===== config.mk =====
export PLATFORM = sky130hd
export DESIGN_NAME = tbre_fifo
export DESIGN_NICKNAME = d
export VERILOG_FILES = /design/src/rtl/core/tbre_fifo.sv
export SDC_FILE = /design/constraint.sdc
export NUM_CORES = 1
export LEC_CHECK = 0
export ABC_AREA = 0
export BUFFER_PORTS_ARGS = -buffer_cell sky130_fd_sc_hd__buf_2
export CORE_ASPECT_RATIO = 1.2
export CORE_MARGIN = 1.5
export CORE_UTILIZATION = 48
export DETAILED_ROUTE_END_ITERATION = 8
export GPL_ROUTABILITY_DRIVEN = 0
export PLACE_DENSITY = 0.83
export RECOVER_POWER = 100
export REMOVE_ABC_BUFFERS = 1
export SYNTH_ARGS = -nofsm -noshare
export SYNTH_HDL_FRONTEND = slang
export SYNTH_SLANG_ARGS = --single-unit

===== constraint.sdc =====
create_clock -name clk -period 1.9 [get_ports clk]
set_input_delay 0.285 -clock clk [delete_from_list [all_inputs] [get_ports clk]]
set_output_delay 0.285 -clock clk [all_outputs]
set_load 0.01 [all_outputs]

===== src/rtl/core/tbre_fifo.sv =====
// Small register FIFO used for the job queue and the result queue.
module tbre_fifo #(
  parameter int WIDTH = 8,
  parameter int DEPTH = 2
) (
  input  logic             clk,
  input  logic             rst,
  input  logic             push,
  input  logic [WIDTH-1:0] wr_data,
  output logic             full,
  input  logic             pop,
  output logic [WIDTH-1:0] rd_data,
  output logic             empty
);

  localparam int PW = (DEPTH > 1) ? $clog2(DEPTH) : 1;
  localparam int CW = $clog2(DEPTH + 1);

  logic [WIDTH-1:0] mem [DEPTH];
  logic [PW-1:0]    wr_ptr;
  logic [PW-1:0]    rd_ptr;
  logic [CW-1:0]    count;
  logic             do_push;
  logic             do_pop;

  assign full    = (count == CW'(DEPTH));
  assign empty   = (count == '0);
  assign do_push = push && !full;
  assign do_pop  = pop && !empty;
  assign rd_data = mem[rd_ptr];

  always_ff @(posedge clk) begin
    if (rst) begin
      wr_ptr <= '0;
      rd_ptr <= '0;
      count  <= '0;
    end else begin
      if (do_push) begin
        wr_ptr <= (wr_ptr == PW'(DEPTH - 1)) ? '0 : wr_ptr + 1'b1;
      end
      if (do_pop) begin
        rd_ptr <= (rd_ptr == PW'(DEPTH - 1)) ? '0 : rd_ptr + 1'b1;
      end
      if (do_push && !do_pop) begin
        count <= count + 1'b1;
      end else if (do_pop && !do_push) begin
        count <= count - 1'b1;
      end
    end
  end

  always_ff @(posedge clk) begin
    if (do_push) begin
      mem[wr_ptr] <= wr_data;
    end
  end

endmodule


==> flow_metrics.py <==
metrics = {
    "run_status": {
        "outcome": "finished, final reports clean",
    },
    "placement": {
        "place_hpwl_um": 851,
        "pre_cts_ws_ps": 320,
        "io_buffers": 21,
    },
    "global_routing": {
        "antenna_found_initial": 0,
        "overflow": 0,
        "grt_pass1_vias": 422,
        "grt_use_total": 0.137,
        "grt_first_pass_wirelength_um": 1680,
        "grt_max_degree": 13,
    },
    "clock_network": {
        "cts_made_buffers": 3,
        "clock_latency_ps": 290,
        "cts_tree": "built",
        "cts.path.max_buffers": 2,
        "cts_max_level": 1,
        "cts_setup_buffers": 0,
        "clock-sinks": 21,
        "root_buffer": "clkbuf_4",
        "cts_resized": 0,
        "clkTransAtPathRegs_ps": 110,
        "cts_hold_buf": 0,
    },
    "floorplanning": {
        "num_io_pins": 22,
        "core_region_area_um2": 1480,
        "die_y_um": 47.5,
        "die-area_um2": 1910,
        "initial_core_util": 0.535,
        "dieWidth_um": 40.1,
        "rows": 15,
    },
    "routing": {
        "drt-total-wl_um": 1130,
        "drt.antenna.violating_nets": 0,
        "routed_via_density": 5.07,
        "drc_errors": 0,
        "wl_per_cell_um": 12.4,
        "vias": 461,
        "dr.pass1.iters": 2,
        "drt_iter0_markers": 1,
    },
    "synthesis": {
        "synth_top_area_cell": "edfxtp_1",
        "synthCells": 50,
        "synth-edff-count": 16,
        "yosys_warnings": 0,
        "async_flop_share": 0,
        "yosys.area.top_type_share": 0.606,
        "synth_common_cells": "16 x edfxtp_1, 8 x mux2_2, 5 x dfxtp_1, 5 x nor2_1",
        "yosysMostFrequentCell": "edfxtp_1",
        "avgSynthCellArea_um2": 15.9,
        "yosys_register_bits": 21,
        "yosysSeqAreaShare": 0.732,
        "netlist_top_cells_area": "edfxtp_1 61%, dfxtp_1 13%, mux2_2 11%, xor2_1 3.3%, nor2_1 2.4%",
        "netlist_area_um2": 793,
        "synth_ff_type": "edfxtp_1",
        "yosys.cell_types.count": 13,
    },
    "critical_path": {
        "reg2reg_depth": 5,
        "worstSetupPathType": "register to output port",
        "end_kind": "output port",
        "crit_fanout": 8,
        "crit_required_ps": 1620,
        "start_kind": "register",
        "cp.arrival_ps": 1350,
        "r2r_slack_ps": 290,
        "cp-endpoint": "rd_data[2]",
        "r2r_start": "count[1]",
        "r2r_end": "count[1]",
    },
    "timing": {
        "finalSetupTns_ps": 0,
        "finalClockSkew_ps": 7.41,
        "drv_slew": 0,
        "period_needed_ps": 1640,
        "slew_headroom": 0.649,
        "hold_viol_final": 0,
        "setup_viol": 0,
        "period_share": 0.861,
        "fin_ws_ps": 264,
        "timing.fmax_mhz": 611,
        "rsz0062_at_grt": "false",
        "tightestPinTransition_ps": 526,
    },
    "layout": {
        "final_core_util": 0.621,
        "drive_gt1_frac": 0.243,
        "diodes": 0,
        "fill_cells": 123,
        "syn_to_final_growth_pct": 16.1,
        "fin_nets": 88,
    },
    "flow_run": {
        "drv_cap": 0,
    },
    "power": {
        "p_per_area_nw_per_um2": 1280,
        "ir_drop_uv": 693,
        "leakage_nw": 0.337,
    },
    "hold_path": {
        "hold_depth": 1,
        "holdCritPathClass": "input port to register",
    },
}
==> flip-flops by register name, indices dropped and copies added (netlist names), named ones only <==
register,count
count,2
mem,16
rd_ptr,1
wr_ptr,1
==> worst min-delay path by stage <==
stage / slack (ps) / to / from
2_1_floorplan: 350 / count[1] / rst
3_3_place_gp: 470 / wr_ptr / wr_ptr
3_5_place_dp: 480 / mem[0][2] / wr_data[2]
4_1_cts: 170 / mem[0][3] / wr_data[3]
5_1_grt: 150 / mem[1][0] / wr_data[0]
6_report: 170 / mem[0][0] / wr_data[0]
==> final cells by class <==
type,count,area (um2),area share
inverters,2,7.51,0.00815
flip-flops and latches,21,581,0.630
repair buffers,21,86.3,0.0938
multi-input cells,26,198,0.215
clock inverters,1,5.00,0.00543
well taps,17,21.3,0.0231
clock buffers,3,22.5,0.0245
==> logic make-up after synthesis <==
family                     share of synthesized area
AOI/OAI and AO/OA                             0.0315
adders and majority gates                     0.0158
and+or+nand+nor                               0.0584
muxes                                          0.114
DFF                                            0.732
buffers and inverters                         0.0158
xor gates and xnor gates                      0.0331
==> placed cells by master, fill, tap and decap left out <==
cell type | synthesis | final
edfxtp_1 | 16 | 16
clkbuf_1 | 0 | 15
mux2_2 | 8 | 8
buf_2 | 1 | 6
nor2_1 | 5 | 5
dfxtp_1 | 5 | 5
o21ai_0 | 3 | 3
xor2_1 | 3 | 3
clkbuf_4 | 0 | 3
inv_1 | 2 | 2
or3_1 | 2 | 2
a21oi_1 | 2 | 2
nor2b_1 | 0 | 1
and2_0 | 0 | 1
ha_1 | 1 | 1
clkinv_2 | 0 | 1
==> layer usage <==
layer	wire, um	share of wire	track usage
met1	483	0.43	0.168
met5	0	0	0
met4	12	0.011	0.0828
met3	46	0.041	0.0279
met2	588	0.52	0.219
==> worst max-delay path, cell delays in order (launching register included) <==
cell and delay, ps:
dfxtp_1 540, mux2_2 380, clkbuf_1 130
==> where the power goes <==
| group | switching [mW] | leakage [nW] | internal (mW) |
|---|---|---|---|
| combinational | 0.182 | 0.129 | 0.155 |
| clock | 0.123 | 0.0177 | 0.0783 |
| sequential | 0.0576 | 0.191 | 0.586 |
==> metrics by stage <==
stage | area [um2] | std cells | power [mW] | hold WS, ps
floorplan | 788 | 49 | 0.890 | 354
global placement | 915 | 87 | 1.00 | 470
detailed placement | 915 | 87 | 1.02 | 477
CTS | 942 | 91 | 1.22 | 168
global route | 921 | 91 | 1.26 | 153
finish | 921 | 91 | 1.18 | 175
Power figures use the tool's default switching activity.
