<file path="config.mk">
export PLATFORM = sky130hd
export DESIGN_NAME = tbre_front
export DESIGN_NICKNAME = d
export VERILOG_FILES = /design/src/rtl/core/tbre_pkg.sv /design/src/rtl/core/tbre_front.sv
export SDC_FILE = /design/constraint.sdc
export NUM_CORES = 1
export LEC_CHECK = 0
export BUFFER_PORTS_ARGS = -buffer_cell sky130_fd_sc_hd__buf_2
export CORE_ASPECT_RATIO = 2
export CORE_MARGIN = 4
export CORE_UTILIZATION = 47
export CTS_CLUSTER_DIAMETER = 40
export DETAILED_ROUTE_END_ITERATION = 10
export GPL_ROUTABILITY_DRIVEN = 0
export GPL_TIMING_DRIVEN = 1
export PLACE_DENSITY = 0.75
export REMOVE_ABC_BUFFERS = 1
export SETUP_SLACK_MARGIN = 0.02
export SLEW_MARGIN = 20
export SYNTH_ARGS = -nofsm -noshare
export SYNTH_HDL_FRONTEND = slang
export SYNTH_SLANG_ARGS = --single-unit
</file>
<file path="constraint.sdc">
create_clock -name clk -period 2.7 [get_ports clk]
set_input_delay 0.27 -clock clk [delete_from_list [all_inputs] [get_ports clk]]
set_output_delay 0.27 -clock clk [all_outputs]
set_load 0.1 [all_outputs]
</file>
<file path="src/rtl/core/tbre_pkg.sv">
// Types, codes and the blend function of the threshold blend rectangle engine.
package tbre_pkg;

  localparam logic [1:0] OP_BLEND = 2'd0;
  localparam logic [1:0] OP_FILL  = 2'd1;
  localparam logic [1:0] OP_READ  = 2'd2;

  localparam int CFG_INDEX_W = 2;
  localparam int CFG_DATA_W  = 12;

  localparam logic [CFG_INDEX_W-1:0] CFG_ORIGIN_X      = 2'd0;
  localparam logic [CFG_INDEX_W-1:0] CFG_ORIGIN_Y      = 2'd1;
  localparam logic [CFG_INDEX_W-1:0] CFG_REGION_WIDTH  = 2'd2;
  localparam logic [CFG_INDEX_W-1:0] CFG_REGION_HEIGHT = 2'd3;

  localparam logic [31:0] BLEND_REPLACE = 32'hA000_0000;
  localparam logic [31:0] BLEND_AVERAGE = 32'h4000_0000;
  localparam logic [31:0] HALF_MASK     = 32'hFEFE_FEFE;

  typedef struct packed {
    logic [1:0]  operation;
    logic [11:0] pos_x;
    logic [11:0] pos_y;
    logic [31:0] pixel;
    logic [8:0]  rect_width;
    logic [8:0]  rect_height;
  } in_item_t;

  typedef struct packed {
    logic [31:0] read_pixel;
    logic        out_of_range;
  } out_item_t;

  typedef struct packed {
    logic [11:0] origin_x;
    logic [11:0] origin_y;
    logic [8:0]  region_width;
    logic [8:0]  region_height;
  } cfg_t;

  typedef struct packed {
    logic        is_read;
    logic [12:0] x;
    logic [12:0] y;
    logic [31:0] pixel;
  } job_t;

  typedef enum logic {
    F_IDLE,
    F_FILL
  } front_state_t;

  typedef enum logic [2:0] {
    B_CLEAR,
    B_IDLE,
    B_ADDR,
    B_READ,
    B_DATA,
    B_RESULT
  } back_state_t;

  function automatic logic [31:0] blend(input logic [31:0] dst, input logic [31:0] src);
    logic [31:0] avg;
    avg = ((dst & HALF_MASK) >> 1) + ((src & HALF_MASK) >> 1);
    if (src >= BLEND_REPLACE) begin
      return src;
    end else if (src >= BLEND_AVERAGE) begin
      return avg;
    end else begin
      return dst;
    end
  endfunction

endpackage

</file>
<file path="src/rtl/core/tbre_front.sv">
// Front end: accepts transactions, classifies them and expands fills into pixel jobs.
module tbre_front (
  input  logic               clk,
  input  logic               rst,
  input  logic               push,
  output logic               full,
  input  tbre_pkg::in_item_t in_item,
  input  logic               clearing,
  input  logic               jq_full,
  output logic               jq_push,
  output tbre_pkg::job_t     jq_data
);

  tbre_pkg::front_state_t state;
  tbre_pkg::front_state_t state_next;

  logic [8:0]  fill_column;
  logic [8:0]  fill_row;
  logic [11:0] base_x;
  logic [11:0] base_y;
  logic [31:0] colour;
  logic [8:0]  fill_w;
  logic [8:0]  fill_h;
  logic        last_col;
  logic        last_row;
  logic        accept;

  assign last_col = (fill_column == fill_w - 9'd1);
  assign last_row = (fill_row == fill_h - 9'd1);
  assign accept   = push && !full;

  always_ff @(posedge clk) begin
    if (rst) begin
      state <= tbre_pkg::F_IDLE;
    end else begin
      state <= state_next;
    end
  end

  always_comb begin
    state_next = state;
    full       = clearing || (state == tbre_pkg::F_FILL) || jq_full;
    jq_push    = 1'b0;
    jq_data    = '{is_read: (in_item.operation == tbre_pkg::OP_READ),
                   x:       {1'b0, in_item.pos_x},
                   y:       {1'b0, in_item.pos_y},
                   pixel:   in_item.pixel};
    case (state)
      tbre_pkg::F_IDLE: begin
        if (accept) begin
          if (in_item.operation inside {tbre_pkg::OP_BLEND, tbre_pkg::OP_READ}) begin
            jq_push = 1'b1;
          end else if (in_item.operation == tbre_pkg::OP_FILL) begin
            if (in_item.rect_width != 9'd0 && in_item.rect_height != 9'd0) begin
              state_next = tbre_pkg::F_FILL;
            end
          end
        end
      end
      tbre_pkg::F_FILL: begin
        jq_data = '{is_read: 1'b0,
                    x:       {1'b0, base_x} + {4'b0, fill_column},
                    y:       {1'b0, base_y} + {4'b0, fill_row},
                    pixel:   colour};
        if (!jq_full) begin
          jq_push = 1'b1;
          if (last_col && last_row) begin
            state_next = tbre_pkg::F_IDLE;
          end
        end
      end
      default: begin
        state_next = tbre_pkg::F_IDLE;
      end
    endcase
  end

  always_ff @(posedge clk) begin
    if (rst) begin
      fill_column <= '0;
      fill_row    <= '0;
    end else if (state == tbre_pkg::F_FILL && !jq_full) begin
      if (last_col) begin
        fill_column <= '0;
        fill_row    <= last_row ? 9'd0 : fill_row + 9'd1;
      end else begin
        fill_column <= fill_column + 9'd1;
      end
    end
  end

  always_ff @(posedge clk) begin
    if (state == tbre_pkg::F_IDLE && accept) begin
      base_x <= in_item.pos_x;
      base_y <= in_item.pos_y;
      colour <= in_item.pixel;
      fill_w <= in_item.rect_width;
      fill_h <= in_item.rect_height;
    end
  end

endmodule

</file>
==> flow_summary.json <==
{
  "initialDrtViolationCount": 192,
  "cp.arrival_ns": 2.68,
  "final_core_util": 0.664,
  "via_count": 4172,
  "cp_top_family": "compound AO/OA/AOI/OAI gates",
  "endpoint_kind": "primary output",
  "synth_xor_area_frac": 0.0742,
  "vias_per_cell": 5.43,
  "cts_tree": "done",
  "maxCapViolCount": 0,
  "yosysSeqAreaShare": 0.490,
  "avgSynthCellArea_um2": 12.0,
  "cts_buffers": 9,
  "layout_min_cycle_time_ns": 2.95,
  "remaining_drc_errors": 0,
  "clock-skew-final_ns": 0.0148,
  "tightestPinTransition_ns": 0.527,
  "critPathLaunchType": "flip-flop",
  "synth-seq-cells": 93,
  "fin_crit_sh": 1.09,
  "first_global_vias": 4416,
  "ys_types": 55,
  "ff2ff_path_depth": 8,
  "clock_path_buffers": 2,
  "crit_type": "reg -> out",
  "grt_pass1_wl_um": 21400,
  "synth-compound-area-share": 0.107,
  "power_mw": 3.91,
  "ir_drop_mv": 0.530,
  "yosys-top-cells-count": "edfxtp_1, mux2_2, nor2_1",
  "post_drt_wl_per_cell_um": 17.5,
  "syn-cell-area_um2": 5310,
  "slew_viol_final": 0,
  "synthArstFlopShare": 0,
  "cts_hold_buffers": 0,
  "hold_viol": 0,
  "cp_slowest_cell": "edfxtp_1",
  "die_height_um": 158,
  "drtAntennaViolNets": 0,
  "drive_gt1_frac": 0.494,
  "synth_edf_count": 74,
  "violations": "setup timing",
  "power.density_nw_per_um2": 534,
  "instances_no_fill": 768,
  "synthCells": 444,
  "setup_violations": 12,
  "cp_max_fo": 3,
  "wl_um": 13400,
  "seqCellArea_um2": 2610,
  "io_pins": 142,
  "leakagePower_nw": 2.96,
  "nets": 728,
  "worstSkewPairLatency_ns": 0.34,
  "fmax_ghz": 0.339,
  "cts_root_buf": "clkbuf_16",
  "antenna_found_initial": 0,
  "ff2ff_setup_slack_ns": 0.19,
  "required_ns": 2.43,
  "setup_ws_ns": -0.249,
  "grtUsageTotal": 0.201,
  "r2r-start": "fill_w[3]",
  "crit_chain": "ha_1 > a21o_1 > a21o_1 > a2111oi_4 > nor3_2 > a2111oi_4 > xnor2_1 > mux2_4 > buf_12",
  "overflow": 0,
  "grt_start_max_net_pins": 75,
  "die_area_um2": 13200,
  "dp.final_hpwl_um": 9740,
  "min_from": "in_item[26]",
  "dpl_cell_area_um2": 6630,
  "rsz0062_at_grt": "yes",
  "tns_ns": -1.47,
  "regToRegEndpoint": "fill_row[0]",
  "yosys_warnings": 0,
  "whs_path_depth": 1,
  "n_antenna_cell": 0,
  "cp_slowest_stage_delay_ns": 0.39,
  "multi_input_area_um2": 2830,
  "muxShareOfSynthArea": 0.116,
  "dieWidth_um": 83.2,
  "clkSlewWorstSetupHoldPaths_ns": 0.07,
  "post-route-cell-area_um2": 7310,
  "outcome": "complete, but fails checks",
  "yosys.area_share.simple": 0.128,
  "fillers": 802,
  "dominantRegCellSynth": "edfxtp_1",
  "synth_top_family_by_area": "simple AND/OR/NAND/NOR gates",
  "port_buffers": 141,
  "hold_path_end": "colour[8]",
  "coreArea_um2": 11000,
  "cts_max_level": 3,
  "hp-class": "in -> reg",
  "slew_headroom": 0.649,
  "dp_cells": 740,
  "yosys.area.top_type_share": 0.418,
  "path_buf_inv": 1,
  "placementRows": 54,
  "synthAdderAreaFrac": 0.0593,
  "yosys.area.top_type": "edfxtp_1",
  "synthToLayoutAreaGrowth_pct": 37.6,
  "synth_area_leaders": "edfxtp_1, mux2_2, dfxtp_1",
  "initial_core_util": 0.483,
  "cts_sinks": 93,
  "yosysMostFrequentCell": "edfxtp_1",
  "dr.pass1.iters": 4
}
## metal layers
| layer | global-route usage | vias to the layer above | wire, µm |
|---|---|---|---|
| met1 | 0.216 | 1979 | 4970 |
| met2 | 0.376 | 141 | 7460 |
| met3 | 0.0476 | 34 | 631 |
| met5 | 0 | - | 0 |
| met4 | 0.0803 | 0 | 391 |
| li1 | - | 2018 | - |
## worst register-to-register path, cell delays in order (launching register included)
cell	delay [ns]
edfxtp_1	0.45
nor4_4	0.34
buf_4	0.18
nand2_1	0.08
o311a_1	0.38
o41ai_2	0.09
nand4_1	0.31
nand2_1	0.38
mux2i_1	0.16
## final cells by class
type	count	share of cell area
Clock buffer	9	0.0308
Clock inverter	7	0.0120
Inverter	22	0.0113
Multi-Input combinational cell	317	0.387
Sequential cell	93	0.357
Tap cell	140	0.0240
Timing Repair Buffer	180	0.178
## through the flow
stage,worst slack (ns),hold WS (ns)
finish,-0.249,0.110
global route,-0.353,0.0915
CTS,-0.251,0.0959
detailed placement,-0.106,0.462
global placement,-0.104,0.460
floorplan,-1.47,0.339
## where the power goes
group | total [mW] | switching (mW) | internal, mW | leakage [nW]
Sequential | 1.61 | 0.0221 | 1.59 | 0.834
Combinational | 0.965 | 0.703 | 0.262 | 1.98
Clock | 1.33 | 0.591 | 0.743 | 0.155
Total | 3.91 | 1.32 | 2.59 | 2.96
## layout by cell type (no fill, tap or decap), types with 7 or more instances in the layout
cell type	n
a32oi_1	7
mux2_4	11
clkbuf_16	10
dfxtp_1	15
buf_2	123
buf_4	33
nor2b_1	8
xnor2_1	20
nand2_1	19
edfxtp_1	74
nor3_1	7
nand4_1	7
a21o_1	8
inv_1	18
nand3_1	19
xor2_1	23
ha_1	15
buf_12	18
nor2_1	22
a21oi_2	9
mux2_2	39
## cell families after synthesis
family	after synthesis
AOI/OAI and AO/OA	71
xor gates and xnor gates	45
adders and majority gates	24
and+or+nand+nor	122
DFF	93
buffers and inverters	34
muxes	55
## flip-flops by register name, summed over array words and instances (netlist names)
| name | cells |
|---|---|
| colour | 32 |
| base_x | 12 |
| base_y | 12 |
| fill_column | 9 |
| fill_h | 9 |
| fill_row | 9 |
| fill_w | 9 |
| state | 1 |
## how the worst max path moves through the flow
stage | slack, ns | end | cells after the start | from
after global placement | -0.10 | jq_data[41] | 9 | base_y[1]
after detailed placement | -0.11 | jq_data[41] | 9 | base_y[1]
after CTS | -0.25 | jq_data[41] | 9 | base_y[1]
after global routing | -0.35 | jq_data[41] | 9 | base_y[1]
after floorplan | -1.47 | jq_data[57] | 2 | state
final | -0.25 | jq_data[41] | 9 | base_y[1]
## what timing repair did
| action | CTS | global route |
|---|---|---|
| buffers inserted | 6 | 9 |
| pin swaps | 33 | 27 |
| endpoints found under the setup margin | 19 | 33 |
| cloned | 0 | 0 |
| resized for setup | 44 | 24 |
Note: power is estimated with default switching activity, not from simulation.
